### config.mk
export PLATFORM = sky130hd
export DESIGN_NAME = avc_length_prefix_to_start_code
export DESIGN_NICKNAME = d
export VERILOG_FILES = /design/src/sv/avc_l2sc_pkg.sv /design/src/sv/avc_l2sc_parse.sv /design/src/sv/avc_length_prefix_to_start_code.sv
export SDC_FILE = /design/constraint.sdc
export NUM_CORES = 1
export LEC_CHECK = 0
export BUFFER_PORTS_ARGS = -buffer_cell sky130_fd_sc_hd__buf_2
export CORE_MARGIN = 2
export CORE_UTILIZATION = 45
export CTS_CLUSTER_DIAMETER = 120
export DETAILED_ROUTE_END_ITERATION = 16
export GPL_ROUTABILITY_DRIVEN = 0
export PLACE_DENSITY = 0.64
export SLEW_MARGIN = 20
export SYNTH_ARGS = -nofsm -noshare
export SYNTH_HDL_FRONTEND = slang
export SYNTH_SLANG_ARGS = --single-unit
### constraint.sdc
create_clock -name i_clk -period 3.6 [get_ports i_clk]
set_input_delay 0.72 -clock i_clk [delete_from_list [all_inputs] [get_ports i_clk]]
set_output_delay 0.72 -clock i_clk [all_outputs]
set_load 0.005 [all_outputs]
### src/sv/avc_l2sc_pkg.sv
`timescale 1ns / 1ps

package avc_l2sc_pkg;

    // parser phases
    typedef enum logic [3:0] {
        PH_CFG_HDR   = 4'd0,
        PH_SPS_COUNT = 4'd1,
        PH_SPS_LEN   = 4'd2,
        PH_SPS_DATA  = 4'd3,
        PH_PPS_COUNT = 4'd4,
        PH_PPS_LEN   = 4'd5,
        PH_PPS_DATA  = 4'd6,
        PH_CFG_DONE  = 4'd7,
        PH_TAG_HDR   = 4'd8,
        PH_NAL_LEN   = 4'd9,
        PH_NAL_DATA  = 4'd10
    } t_phase;

    // what one input beat produces
    typedef enum logic [1:0] {
        RES_NONE  = 2'd0,
        RES_BYTE  = 2'd1,
        RES_START = 2'd2
    } t_res_kind;

    typedef struct packed {
        t_res_kind  kind;
        logic [7:0] data;
    } t_parse_res;

    localparam logic [3:0] CFG_SKIP_LAST = 4'd9;  // ten header bytes of the record
    localparam logic [3:0] TAG_SKIP_LAST = 4'd4;  // five header bytes of a tag
    localparam logic [3:0] SET_LEN_LAST  = 4'd1;  // two-byte parameter set length
    localparam logic [3:0] NAL_LEN_LAST  = 4'd3;  // four-byte nal length

    localparam logic [7:0] SC_BYTES [4] = '{8'h00, 8'h00, 8'h00, 8'h01};
    localparam logic [1:0] SC_LAST_IDX  = 2'd3;

endpackage

### src/sv/avc_l2sc_parse.sv
`timescale 1ns / 1ps

module avc_l2sc_parse (
    input  logic                    i_clk,
    input  logic                    i_rst_n,
    input  logic                    i_en,
    input  logic [7:0]              i_byte,
    input  logic                    i_last,
    output avc_l2sc_pkg::t_parse_res o_res
);

    avc_l2sc_pkg::t_phase r_phase, n_phase;
    logic [3:0]  r_pos, n_pos;
    logic [31:0] r_acc, n_acc;
    logic [31:0] r_payload, n_payload;
    logic [4:0]  r_sets, n_sets;

    logic                 w_pps;
    avc_l2sc_pkg::t_phase w_len_ph;
    avc_l2sc_pkg::t_phase w_data_ph;
    avc_l2sc_pkg::t_phase w_after_ph;
    logic [31:0]          w_set_len;
    logic [31:0]          w_nal_len;

    // sps and pps lists share the same handling
    assign w_pps = (r_phase == avc_l2sc_pkg::PH_PPS_COUNT) ||
                   (r_phase == avc_l2sc_pkg::PH_PPS_LEN) ||
                   (r_phase == avc_l2sc_pkg::PH_PPS_DATA);
    assign w_len_ph   = w_pps ? avc_l2sc_pkg::PH_PPS_LEN  : avc_l2sc_pkg::PH_SPS_LEN;
    assign w_data_ph  = w_pps ? avc_l2sc_pkg::PH_PPS_DATA : avc_l2sc_pkg::PH_SPS_DATA;
    assign w_after_ph = w_pps ? avc_l2sc_pkg::PH_CFG_DONE : avc_l2sc_pkg::PH_PPS_COUNT;

    assign w_set_len = {16'h0000, r_acc[7:0], i_byte};
    assign w_nal_len = {r_acc[23:0], i_byte};

    // next state
    always_comb begin
        n_phase   = r_phase;
        n_pos     = r_pos;
        n_acc     = r_acc;
        n_payload = r_payload;
        n_sets    = r_sets;
        unique case (r_phase) inside
            avc_l2sc_pkg::PH_CFG_HDR: begin
                if (r_pos == avc_l2sc_pkg::CFG_SKIP_LAST) begin
                    n_pos   = 4'd0;
                    n_phase = avc_l2sc_pkg::PH_SPS_COUNT;
                end else begin
                    n_pos = r_pos + 4'd1;
                end
            end
            avc_l2sc_pkg::PH_SPS_COUNT, avc_l2sc_pkg::PH_PPS_COUNT: begin
                n_sets  = i_byte[4:0];
                n_pos   = 4'd0;
                n_acc   = '0;
                n_phase = (i_byte[4:0] == 5'd0) ? w_after_ph : w_len_ph;
            end
            avc_l2sc_pkg::PH_SPS_LEN, avc_l2sc_pkg::PH_PPS_LEN: begin
                if (r_pos == avc_l2sc_pkg::SET_LEN_LAST) begin
                    n_payload = w_set_len;
                    n_pos     = 4'd0;
                    n_acc     = '0;
                    if (w_set_len == 32'd0) begin
                        n_sets  = r_sets - 5'd1;
                        n_phase = (r_sets == 5'd1) ? w_after_ph : w_len_ph;
                    end else begin
                        n_phase = w_data_ph;
                    end
                end else begin
                    n_acc = w_set_len;
                    n_pos = r_pos + 4'd1;
                end
            end
            avc_l2sc_pkg::PH_SPS_DATA, avc_l2sc_pkg::PH_PPS_DATA: begin
                n_payload = r_payload - 32'd1;
                if (r_payload == 32'd1) begin
                    n_sets  = r_sets - 5'd1;
                    n_phase = (r_sets == 5'd1) ? w_after_ph : w_len_ph;
                end
            end
            avc_l2sc_pkg::PH_CFG_DONE: begin
                n_phase = r_phase;  // record trailer ignored
            end
            avc_l2sc_pkg::PH_TAG_HDR: begin
                if (r_pos == avc_l2sc_pkg::TAG_SKIP_LAST) begin
                    n_pos   = 4'd0;
                    n_acc   = '0;
                    n_phase = avc_l2sc_pkg::PH_NAL_LEN;
                end else begin
                    n_pos = r_pos + 4'd1;
                end
            end
            avc_l2sc_pkg::PH_NAL_LEN: begin
                if (r_pos == avc_l2sc_pkg::NAL_LEN_LAST) begin
                    n_payload = w_nal_len;
                    n_pos     = 4'd0;
                    n_acc     = '0;
                    n_phase   = (w_nal_len == 32'd0) ? avc_l2sc_pkg::PH_NAL_LEN
                                                     : avc_l2sc_pkg::PH_NAL_DATA;
                end else begin
                    n_acc = w_nal_len;
                    n_pos = r_pos + 4'd1;
                end
            end
            avc_l2sc_pkg::PH_NAL_DATA: begin
                n_payload = r_payload - 32'd1;
                if (r_payload == 32'd1) begin
                    n_pos   = 4'd0;
                    n_acc   = '0;
                    n_phase = avc_l2sc_pkg::PH_NAL_LEN;
                end
            end
            default: begin
                n_phase = r_phase;
            end
        endcase
        // end of tag overrides whatever phase we were in
        if (i_last) begin
            n_phase   = avc_l2sc_pkg::PH_TAG_HDR;
            n_pos     = 4'd0;
            n_acc     = '0;
            n_payload = '0;
            n_sets    = 5'd0;
        end
    end

    // result of the current beat
    always_comb begin
        o_res.data = i_byte;
        unique case (r_phase) inside
            avc_l2sc_pkg::PH_SPS_LEN, avc_l2sc_pkg::PH_PPS_LEN: begin
                o_res.kind = (r_pos == avc_l2sc_pkg::SET_LEN_LAST) ?
                             avc_l2sc_pkg::RES_START : avc_l2sc_pkg::RES_NONE;
            end
            avc_l2sc_pkg::PH_NAL_LEN: begin
                o_res.kind = (r_pos == avc_l2sc_pkg::NAL_LEN_LAST) ?
                             avc_l2sc_pkg::RES_START : avc_l2sc_pkg::RES_NONE;
            end
            avc_l2sc_pkg::PH_SPS_DATA, avc_l2sc_pkg::PH_PPS_DATA,
            avc_l2sc_pkg::PH_NAL_DATA: begin
                o_res.kind = avc_l2sc_pkg::RES_BYTE;
            end
            default: begin
                o_res.kind = avc_l2sc_pkg::RES_NONE;
            end
        endcase
    end

    always_ff @(posedge i_clk) begin
        if (!i_rst_n) begin
            r_phase   <= avc_l2sc_pkg::PH_CFG_HDR;
            r_pos     <= 4'd0;
            r_acc     <= '0;
            r_payload <= '0;
            r_sets    <= 5'd0;
        end else if (i_en) begin
            r_phase   <= n_phase;
            r_pos     <= n_pos;
            r_acc     <= n_acc;
            r_payload <= n_payload;
            r_sets    <= n_sets;
        end
    end

endmodule

### src/sv/avc_length_prefix_to_start_code.sv
`timescale 1ns / 1ps

// channel   dir  tdata           tuser        tlast
// s_axis    in   body_byte[7:0]  -            body_last
// m_axis    out  out_byte[7:0]   unit_start   run_last
//
// one body byte is taken per cycle while m_axis is free and no start code is
// pending; a payload byte appears on m_axis in the cycle after its beat is taken
// the last byte of a length prefix produces a four-byte start code, and the
// slave side is held off while the output register plays out its remaining
// bytes; header, count and other length bytes produce nothing
// synchronous active-low reset returns the parser to the record header skip
// a stall on m_axis holds the output register and backs up into s_axis

module avc_length_prefix_to_start_code (
    input  logic       i_clk,
    input  logic       i_rst_n,
    input  logic       i_s_axis_tvalid,
    output logic       o_s_axis_tready,
    input  logic [7:0] i_s_axis_tdata,   // [7:0] body_byte
    input  logic       i_s_axis_tlast,
    output logic       o_m_axis_tvalid,
    input  logic       i_m_axis_tready,
    output logic [7:0] o_m_axis_tdata,   // [7:0] out_byte
    output logic       o_m_axis_tuser,   // [0] unit_start
    output logic       o_m_axis_tlast
);

    avc_l2sc_pkg::t_parse_res w_res;

    logic       w_free;     // output register can be loaded this cycle
    logic       w_in_acc;
    logic [1:0] w_sc_idx;

    // output register and start code sequencer
    logic       r_out_valid, n_out_valid;
    logic [7:0] r_out_byte,  n_out_byte;
    logic       r_out_user,  n_out_user;
    logic       r_out_last,  n_out_last;
    logic [1:0] r_sc_left,   n_sc_left;   // start code bytes still to load

    assign w_free          = !r_out_valid || i_m_axis_tready;
    assign o_s_axis_tready = w_free && (r_sc_left == 2'd0);
    assign w_in_acc        = i_s_axis_tvalid && o_s_axis_tready;

    // three left -> byte 1, two -> byte 2, one -> byte 3
    assign w_sc_idx = 2'd0 - r_sc_left;

    avc_l2sc_parse u_parse (
        .i_clk   (i_clk),
        .i_rst_n (i_rst_n),
        .i_en    (w_in_acc),
        .i_byte  (i_s_axis_tdata),
        .i_last  (i_s_axis_tlast),
        .o_res   (w_res)
    );

    always_comb begin
        n_out_valid = r_out_valid;
        n_out_byte  = r_out_byte;
        n_out_user  = r_out_user;
        n_out_last  = r_out_last;
        n_sc_left   = r_sc_left;
        if (w_in_acc) begin
            case (w_res.kind)
                avc_l2sc_pkg::RES_BYTE: begin
                    n_out_valid = 1'b1;
                    n_out_byte  = w_res.data;
                    n_out_user  = 1'b0;
                    n_out_last  = 1'b1;
                end
                avc_l2sc_pkg::RES_START: begin
                    // first start code byte now, the rest follow
                    n_out_valid = 1'b1;
                    n_out_byte  = avc_l2sc_pkg::SC_BYTES[0];
                    n_out_user  = 1'b1;
                    n_out_last  = 1'b0;
                    n_sc_left   = 2'd3;
                end
                default: begin
                    n_out_valid = 1'b0;
                end
            endcase
        end else if (r_sc_left != 2'd0 && w_free) begin
            n_out_valid = 1'b1;
            n_out_byte  = avc_l2sc_pkg::SC_BYTES[w_sc_idx];
            n_out_user  = 1'b0;
            n_out_last  = (w_sc_idx == avc_l2sc_pkg::SC_LAST_IDX);
            n_sc_left   = r_sc_left - 2'd1;
        end else if (r_out_valid && i_m_axis_tready) begin
            n_out_valid = 1'b0;
        end
    end

    always_ff @(posedge i_clk) begin
        if (!i_rst_n) begin
            r_out_valid <= 1'b0;
            r_sc_left   <= 2'd0;
        end else begin
            r_out_valid <= n_out_valid;
            r_sc_left   <= n_sc_left;
        end
    end

    // payload of the output register, no reset needed
    always_ff @(posedge i_clk) begin
        r_out_byte <= n_out_byte;
        r_out_user <= n_out_user;
        r_out_last <= n_out_last;
    end

    assign o_m_axis_tvalid = r_out_valid;
    assign o_m_axis_tdata  = r_out_byte;
    assign o_m_axis_tuser  = r_out_user;
    assign o_m_axis_tlast  = r_out_last;

`ifndef ASSERT_OFF
    // a start code beat puts 00 with unit_start on the output next cycle
    a_sc_first: assert property (@(posedge i_clk) disable iff (!i_rst_n)
        (w_in_acc && w_res.kind == avc_l2sc_pkg::RES_START) |=>
        (o_m_axis_tvalid && o_m_axis_tuser && o_m_axis_tdata == 8'h00 &&
         !o_m_axis_tlast))
        else $error("start code did not open with 00 and unit_start");

    // while start code bytes are pending the output holds a non-final beat
    a_sc_pending: assert property (@(posedge i_clk) disable iff (!i_rst_n)
        (r_sc_left != 2'd0) |-> (o_m_axis_tvalid && !o_m_axis_tlast))
        else $error("start code sequence broken");

    // the unit start byte is never the last of its run
    a_user_last: assert property (@(posedge i_clk) disable iff (!i_rst_n)
        (o_m_axis_tvalid && o_m_axis_tuser) |-> !o_m_axis_tlast)
        else $error("unit_start on a run's last beat");

    // run_last with value 01 closes a start code
    a_sc_close: assert property (@(posedge i_clk) disable iff (!i_rst_n)
        ($past(r_sc_left) == 2'd1 && r_sc_left == 2'd0 && $past(w_free)) |->
        (o_m_axis_tvalid && o_m_axis_tlast && o_m_axis_tdata == 8'h01))
        else $error("start code did not close with 01");
`endif

endmodule
==> results of run 1 <==
[how the worst min path moves through the flow]
stage / startpoint / to
finish: u_parse.r_sets[1] / u_parse.r_sets[1]
global route: u_parse.r_sets[4] / u_parse.r_sets[4]
CTS: u_parse.r_sets[1] / u_parse.r_sets[1]
detailed placement: u_parse.r_sets[1] / u_parse.r_sets[1]
global placement: u_parse.r_sets[1] / u_parse.r_sets[1]
floorplan: u_parse.r_payload[23] / u_parse.r_payload[23]
[layer usage]
layer | share of wire [%] | global-route usage, % | wire [um]
met5 | 0 | 0 | 0
met4 | 1.5 | 7.326 | 215
met3 | 6.3 | 4.340 | 906
met2 | 47 | 40.98 | 6779
met1 | 45 | 34.38 | 6386
[cell families after synthesis]
family	after synthesis	share of synthesized area, %
buffers and inverters	51	4.755
XOR/XNOR	12	2.136
flip-flops	82	35.39
AND/OR/NAND/NOR	255	28.17
multiplexers	7	1.424
adder cells (fa/ha/maj)	12	3.051
AO/OA/AOI/OAI	181	25.07
[state kept, by name (all words and copies together) (netlist names)]
register	count
o_m_axis_tvalid	1
u_parse.r_acc	24
u_parse.r_payload	32
o_m_axis_tuser	1
u_parse.r_phase	4
r_sc_left	2
u_parse.r_pos	4
o_m_axis_tlast	1
u_parse.r_sets	5
o_m_axis_tdata	8
[area by class of cell]
type | count | area [um^2] | area share, %
Tap cell | 140 | 175.2 | 3.278
Clock buffer | 11 | 131.4 | 2.458
Multi-Input combinational cell | 467 | 2945 | 55.12
Timing Repair Buffer | 34 | 195.2 | 3.653
Inverter | 19 | 71.32 | 1.335
Sequential cell | 82 | 1742 | 32.59
Clock inverter | 5 | 83.83 | 1.569
[worst max-delay path, delay by kind of cell (launching register included)]
| kind | cells | cell delay [ns] |
|---|---|---|
| DFF | 1 | 0.73 |
| xor gates and xnor gates | 1 | 0.19 |
| and+or+nand+nor | 2 | 0.56 |
| buffers and inverters | 3 | 0.47 |
| adders and majority gates | 1 | 0.28 |
| AOI/OAI and AO/OA | 2 | 0.34 |
[power by group through the flow]
stage / Clock (mW) / Combinational [mW] / Sequential, mW
global placement: 0 / 0.612 / 1.08
global route: 0.809 / 0.698 / 1.07
CTS: 0.770 / 0.629 / 1.06
finish: 0.760 / 0.634 / 1.06
floorplan: 0 / 0.436 / 1.07
detailed placement: 0 / 0.626 / 1.08
[placed cells by master (no fill, tap or decap), types with 8 or more instances in the layout]
cell type and instances:
sky130_fd_sc_hd__ha_1 12, sky130_fd_sc_hd__and3_1 10, sky130_fd_sc_hd__a31oi_1 8, sky130_fd_sc_hd__inv_1 17
sky130_fd_sc_hd__nor3_1 16, sky130_fd_sc_hd__nor2_1 39, sky130_fd_sc_hd__o21a_1 9, sky130_fd_sc_hd__buf_2 24
sky130_fd_sc_hd__buf_4 10, sky130_fd_sc_hd__xnor2_1 9, sky130_fd_sc_hd__o22ai_1 8, sky130_fd_sc_hd__a22o_1 9
sky130_fd_sc_hd__edfxtp_1 10, sky130_fd_sc_hd__clkbuf_8 9, sky130_fd_sc_hd__nand3_1 35, sky130_fd_sc_hd__dfxtp_1 72
sky130_fd_sc_hd__o211ai_1 8, sky130_fd_sc_hd__a21oi_1 28, sky130_fd_sc_hd__nor4_1 14, sky130_fd_sc_hd__nand2_1 75
sky130_fd_sc_hd__o21ai_0 57, sky130_fd_sc_hd__nand4_1 9
==> impl_summary.log, run 1 <==
[metrics] share of flip-flops with an asynchronous set or reset: 0%
[metrics] maximum fanout along the worst path: 20
[metrics] # rows: 38
[metrics] clock-pin slew of the registers on the worst-case setup and hold paths: approximately 0.09 ns
[metrics] die width: between 100 and 150 um
[metrics] Clock Sink Count: 82
[metrics] depth of the worst hold-timing path: 2
[metrics] root buffer cell: sky130_fd_sc_hd__clkbuf_8
[metrics] number of hold-repair buffers added at the cts stage: 0
[metrics] Register-to-Register Path Depth: 9
[metrics] Slew HR: between 40% and 50%
[metrics] class of the tightest hold or removal check: reg -> reg
[metrics] WP data arrival: 2.95 ns
[metrics] maximum number of pins on one net before global-route repair: 49
[metrics] peak clock frequency supported by timing: ~350 MHz
[metrics] status: completed
[metrics] HPWL after DPL: about 10000 um
[metrics] Main synth FF type: sky130_fd_sc_hd__dfxtp_1
[metrics] CP peak stage delay: 0.73 ns
[metrics] number of enable-type register cells in the synthesized netlist: 10
[metrics] IO Pins: 25
[metrics] Final Routed Wirelength: around 14000 um
[metrics] launching point of the worst reg2reg path: u_parse.r_phase[2]
[metrics] count of nets left with antenna violations after detail routing: 0
[metrics] reg2reg setup slack: ~0.73 ns
[metrics] worst setup path category: reg -> reg
[metrics] Synthesis Warnings: 0
[metrics] total power consumption of the routed design: 2.453 mW
[metrics] Max-Cap Viols: 0
[metrics] proportion of synthesized chip area in sequential cells: 35.39%
[metrics] vias: between 4000 and 5000
[metrics] area added between synthesis and finish: 8.594%
[metrics] endpoint required time on the critical path: around 3.7 ns
[metrics] Syn Area/Cell: approximately 8.2 um^2
[metrics] antenna violations before repair: 0
[metrics] Max Buffers Root-to-Sink: 2
[metrics] height of the die: 108.6 um
[metrics] nature of the critical path startpoint: register
[metrics] pin slew with the least headroom to its limit: between 0.8 and 0.9 ns
[metrics] Logic pwr share: 25.8%
[metrics] Pins Over Slew Limit: 0
[metrics] vias in the first global route: 4457
[metrics] Initial Utilization: between 40% and 50%
[metrics] biggest area contributors in the synthesized netlist: sky130_fd_sc_hd__dfxtp_1, sky130_fd_sc_hd__edfxtp_1, sky130_fd_sc_hd__o21ai_0
[metrics] areal power density over the cells: 459.0 mW/mm^2
[metrics] total core area: about 0.011 mm^2
[metrics] count of antenna diodes in the layout: 0
[metrics] DR vias/cell: 6.297
[metrics] number of endpoints failing setup at the final stage: 0
[metrics] proportion of layout cells with a drive suffix above 1: approximately an eighth
[metrics] sum of overflow across all layers after global routing: 0
[metrics] number of nets at the end of the flow: 638
[metrics] Avg WL per Cell: roughly 19 um
[metrics] Hold Vio Cnt, Final: 0
[metrics] library cell occupying the most area in the post-synthesis netlist: sky130_fd_sc_hd__dfxtp_1
[metrics] Netlist cell types: 73
[metrics] final worst hold slack: 0.4878 ns
[metrics] Final Cycle Share: about four fifths
[metrics] CTS Buf Count: 9
[metrics] Placed Cells incl. Taps: about 740
[metrics] Static Leak: 1.922 nW
[metrics] dominant cell by count in the synthesized netlist: sky130_fd_sc_hd__nand2_1
[metrics] Clock power frac: between 30% and 40%
[metrics] H-tree depth: 3
[metrics] critical path endpoint category: register
[metrics] Psw: between 800 and 900 uW
[metrics] setup repair after global routing missed its margin: false
[metrics] first-pass GRT wire length: roughly 23000 um
[metrics] internal power: between 1.5 and 2 mW
[metrics] Commonest cells post-synth: sky130_fd_sc_hd__nand2_1, sky130_fd_sc_hd__dfxtp_1, sky130_fd_sc_hd__o21ai_0
[metrics] Die Outline Area: 0.01179 mm^2
[metrics] CTS tree: done
[metrics] Global Route Usage Sum: between 20% and 30%
[metrics] critical path endpoint: o_m_axis_tdata[5]
[metrics] beginning of the critical path: u_parse.r_phase[2]
[metrics] flop and latch count out of synthesis: 82
[metrics] final critical-path required period: 2.874 ns
[metrics] final setup slack of the worst path: a little over 0.7 ns
[metrics] R2R Path End: o_m_axis_tdata[5]
[metrics] final cell count without fillers: between 700 and 800
[metrics] portion of synthesized cell area occupied by the leading cell type: 29.29%
[metrics] worst ir drop on vdd: roughly 0.3 mV
[metrics] number of gates given a new drive strength after cts: 0
[metrics] setup skew after layout: roughly 0.01 ns
[metrics] Pre-Repair DR Iteration Count: 5
[metrics] Total Negative Setup Slacks: 0 ns
[metrics] final design utilization: 49.73%
[metrics] switching part of the total: between 30% and 40%
[metrics] cell with the most instances on the worst path: sky130_fd_sc_hd__buf_4
[metrics] fill cell count: roughly 1100
[metrics] Max stage delay cell, worst path: sky130_fd_sc_hd__dfxtp_1
[metrics] synthesized netlist net count: ~630
[metrics] final instance area: ~0.0053 mm^2
[metrics] area after detailed placement: between 0.005 and 0.006 mm^2
[metrics] Post-Synthesis Cell Area: about 0.0049 mm^2
[metrics] worst skew pair latency: 0.36 ns
[metrics] Gate Count Post-Synth: 600
[metrics] share of total power in sequential cells: a little over two fifths
[metrics] DRC viols: 0
[metrics] buffers inserted during post-CTS setup optimization: 0
[metrics] initial drt markers: around 440
[metrics] Placement Setup Slack: about 0.78 ns
[metrics] count of input and output buffers: 24
[metrics] cells along the critical path: xnor2_1 -> nor2_1 -> o21a_1 -> buf_4 -> inv_2 -> ha_1 -> nand2b_1 -> a21oi_1 -> buf_4
No activity file was read; power rests on OpenSTA's default activity.
==> run 2, diff against run 1 <==
==> constraint.sdc (replaced) <==
create_clock -name i_clk -period 2.96 [get_ports i_clk]
set_input_delay 0.592 -clock i_clk [delete_from_list [all_inputs] [get_ports i_clk]]
set_output_delay 0.592 -clock i_clk [all_outputs]
set_load 0.005 [all_outputs]
==> run 2 against run 1 <==
  * Core utilization up 0.15 points
  * Flip-flop and latch count unchanged
  * Routed wire length increased by 0.54%
  * Clock-buffer cell count is 1 higher
  * Cell area up 0.30%
  * First-iteration DRC count decreased by 18%
  * Cell count up 0.92%
  * Non-clock buffer count increased by 9
  * Register-to-register slack got worse by 0.39 ns
  * Total power is 14% higher
  * Clock skew rose by 0.0017 ns
  * Sequential power grew 22%
  * Critical path type unchanged
==> impl_summary.log, run 2 (same netlist as run 1, synthesis figures left out) <==
[metrics] status: completed
[metrics] Stages on worst setup path: 8
[metrics] Final Routed Wirelength: about 14000 um
[metrics] CP peak stage delay: ~0.69 ns
[metrics] number of hold-repair buffers added at the cts stage: 0
[metrics] share of total power in sequential cells: 46.2%
[metrics] largest delay contributor family on the critical path: flip-flops
[metrics] area after detailed placement: between 0.005 and 0.006 mm^2
[metrics] total power consumption of the routed design: between 2 and 3 mW
[metrics] buffers inserted during post-CTS setup optimization: 0
[metrics] H-tree depth: 3
[metrics] vias in the first global route: ~4500
[metrics] HPWL after DPL: 10160 um
[metrics] IO Pins: 25
[metrics] Pre-Repair DR Iteration Count: 6
[metrics] buffer and inverter count on the worst path: 2
[metrics] number of endpoints failing setup at the final stage: 0
[metrics] Clock power frac: approximately a quarter
[metrics] Pins Over Slew Limit: 0
[metrics] Placed Cells incl. Taps: around 750
[metrics] proportion of layout cells with a drive suffix above 1: 12.64%
[metrics] Max Buffers Root-to-Sink: 2
[metrics] Placement Setup Slack: about 0.40 ns
[metrics] most frequent standard cell in the layout excluding fill and tap cells: sky130_fd_sc_hd__nand2_1
[metrics] DRC viols: 0
[metrics] vias: roughly 4800
[metrics] cells along the critical path: xnor2_1 -> nor2_1 -> o21a_1 -> inv_2 -> ha_1 -> nand2b_1 -> a21oi_1 -> buf_4
[metrics] leading cell types in the layout, fill and taps excluded: sky130_fd_sc_hd__nand2_1, sky130_fd_sc_hd__dfxtp_1, sky130_fd_sc_hd__o21ai_0
[metrics] sum of overflow across all layers after global routing: 0
[metrics] initial drt markers: 357
[metrics] beginning of the critical path: u_parse.r_phase[0]
[metrics] root buffer cell: sky130_fd_sc_hd__clkbuf_8
[metrics] total core area: ~0.011 mm^2
[metrics] area added between synthesis and finish: 8.924%
[metrics] Global Route Usage Sum: 25.65%
[metrics] final design utilization: 49.88%
[metrics] Initial Utilization: 45.80%
[metrics] endpoint required time on the critical path: approximately 3 ns
[metrics] Psw: approximately 960 uW
[metrics] switching part of the total: about a third
[metrics] Clock Sink Count: 82
[metrics] footprint of the flip-flops and latches: about 0.0017 mm^2
[metrics] # rows: 38
[metrics] Avg WL per Cell: about 19 um
[metrics] pin slew with the least headroom to its limit: roughly 0.82 ns
[metrics] Hold Vio Cnt, Final: 0
[metrics] areal power density over the cells: 520.3 mW/mm^2
[metrics] final setup slack of the worst path: 0.3332 ns
[metrics] fill cell count: 1106
[metrics] Total Negative Setup Slacks: 0 ns
[metrics] internal power: around 1.8 mW
[metrics] first-pass GRT wire length: around 23000 um
[metrics] worst ir drop on vdd: 0.3886 mV
[metrics] launching point of the worst reg2reg path: u_parse.r_phase[0]
[metrics] antenna violations before repair: 0
[metrics] Die Outline Area: roughly 0.012 mm^2
[metrics] nature of the critical path startpoint: register
[metrics] final critical-path required period: 2.627 ns
[metrics] final instance area: 0.005360 mm^2
[metrics] Register-to-Register Path Depth: 8
[metrics] critical path endpoint category: register
[metrics] Worst Min Path Start: u_parse.r_sets[1]
[metrics] die width: roughly 110 um
[metrics] CTS Buf Count: 9
[metrics] count of nets left with antenna violations after detail routing: 0
[metrics] depth of the worst hold-timing path: 2
[metrics] Slew HR: roughly 45%
[metrics] multi-input logic area: about 0.003 mm^2
[metrics] Final Cycle Share: between 80% and 90%
[metrics] Static Leak: 1.933 nW
[metrics] reg2reg setup slack: around 0.33 ns
[metrics] count of antenna diodes in the layout: 0
[metrics] number of gates given a new drive strength after cts: 0
[metrics] final cell count without fillers: ~770
[metrics] Logic pwr share: between 20% and 30%
[metrics] number of nets at the end of the flow: roughly 650
[metrics] Largest register FFs: 32
[metrics] clock-pin slew of the registers on the worst-case setup and hold paths: 0.08 ns
[metrics] setup skew after layout: 0.01170 ns
[metrics] maximum number of pins on one net before global-route repair: 50
[metrics] CTS tree: done
[metrics] R2R Path End: o_m_axis_tdata[6]
[metrics] DR vias/cell: between 6 and 7
[metrics] Max stage delay cell, worst path: sky130_fd_sc_hd__dfxtp_1
[metrics] register name with the most flops: u_parse.r_payload
[metrics] WP data arrival: approximately 2.7 ns
[metrics] Max-Cap Viols: 0
[metrics] setup repair after global routing missed its margin: false
[metrics] peak clock frequency supported by timing: roughly 380 MHz
[metrics] final worst hold slack: around 0.48 ns
[metrics] worst hold endpoint: u_parse.r_sets[1]
[metrics] worst setup path category: reg -> reg
[metrics] maximum fanout along the worst path: 18
[metrics] height of the die: ~110 um
[metrics] count of input and output buffers: 24
[metrics] class of the tightest hold or removal check: reg -> reg
[metrics] worst skew pair latency: approximately 0.38 ns
==> run 2: layout make-up <==
type / count / area share, %
multi-input combinational: 467 / 54.95
sequential: 82 / 32.49
timing repair buffer: 43 / 5.135
tap: 140 / 3.268
clock buffer: 12 / 2.521
inverter: 19 / 1.331
clock inverter: 2 / 0.3035
==> run 2: per-layer routing <==
metal  up-vias  GRT usage (%)  wire length (um)  share of wire, %
li1       2291              -                 -                 -
met5         -              0                 0                 0
met3        25          5.787              1003               7.0
met1      2258          33.98              6423                45
met2       184          41.65              6683                47
met4         0          7.784               255               1.8
==> run 2: worst register-to-register path, stage by stage (launching register included) <==
cell and delay (ns):
sky130_fd_sc_hd__dfxtp_1 0.69, sky130_fd_sc_hd__xnor2_1 0.21, sky130_fd_sc_hd__nor2_1 0.35, sky130_fd_sc_hd__o21a_1 0.22, sky130_fd_sc_hd__inv_2 0.05, sky130_fd_sc_hd__ha_1 0.27, sky130_fd_sc_hd__nand2b_1 0.15, sky130_fd_sc_hd__a21oi_1 0.16
sky130_fd_sc_hd__buf_4 0.22
==> run 2: power by group through the flow <==
stage / clock network, mW / registers (mW) / logic (mW)
final: 0.712 / 1.29 / 0.788
after CTS: 0.736 / 1.29 / 0.776
after detailed placement: 0 / 1.31 / 0.773
after global routing: 0.782 / 1.30 / 0.870
after floorplan: 0 / 1.31 / 0.530
after global placement: 0 / 1.31 / 0.759
==> run 2: worst max path at each step <==
stage,end,slack [ns]
after floorplan,o_m_axis_tdata[0],0.16
after global placement,o_m_axis_tdata[6],0.44
after detailed placement,o_m_axis_tdata[6],0.40
after CTS,o_m_axis_tdata[6],0.39
after global routing,o_m_axis_tdata[7],0.18
final,o_m_axis_tdata[6],0.33
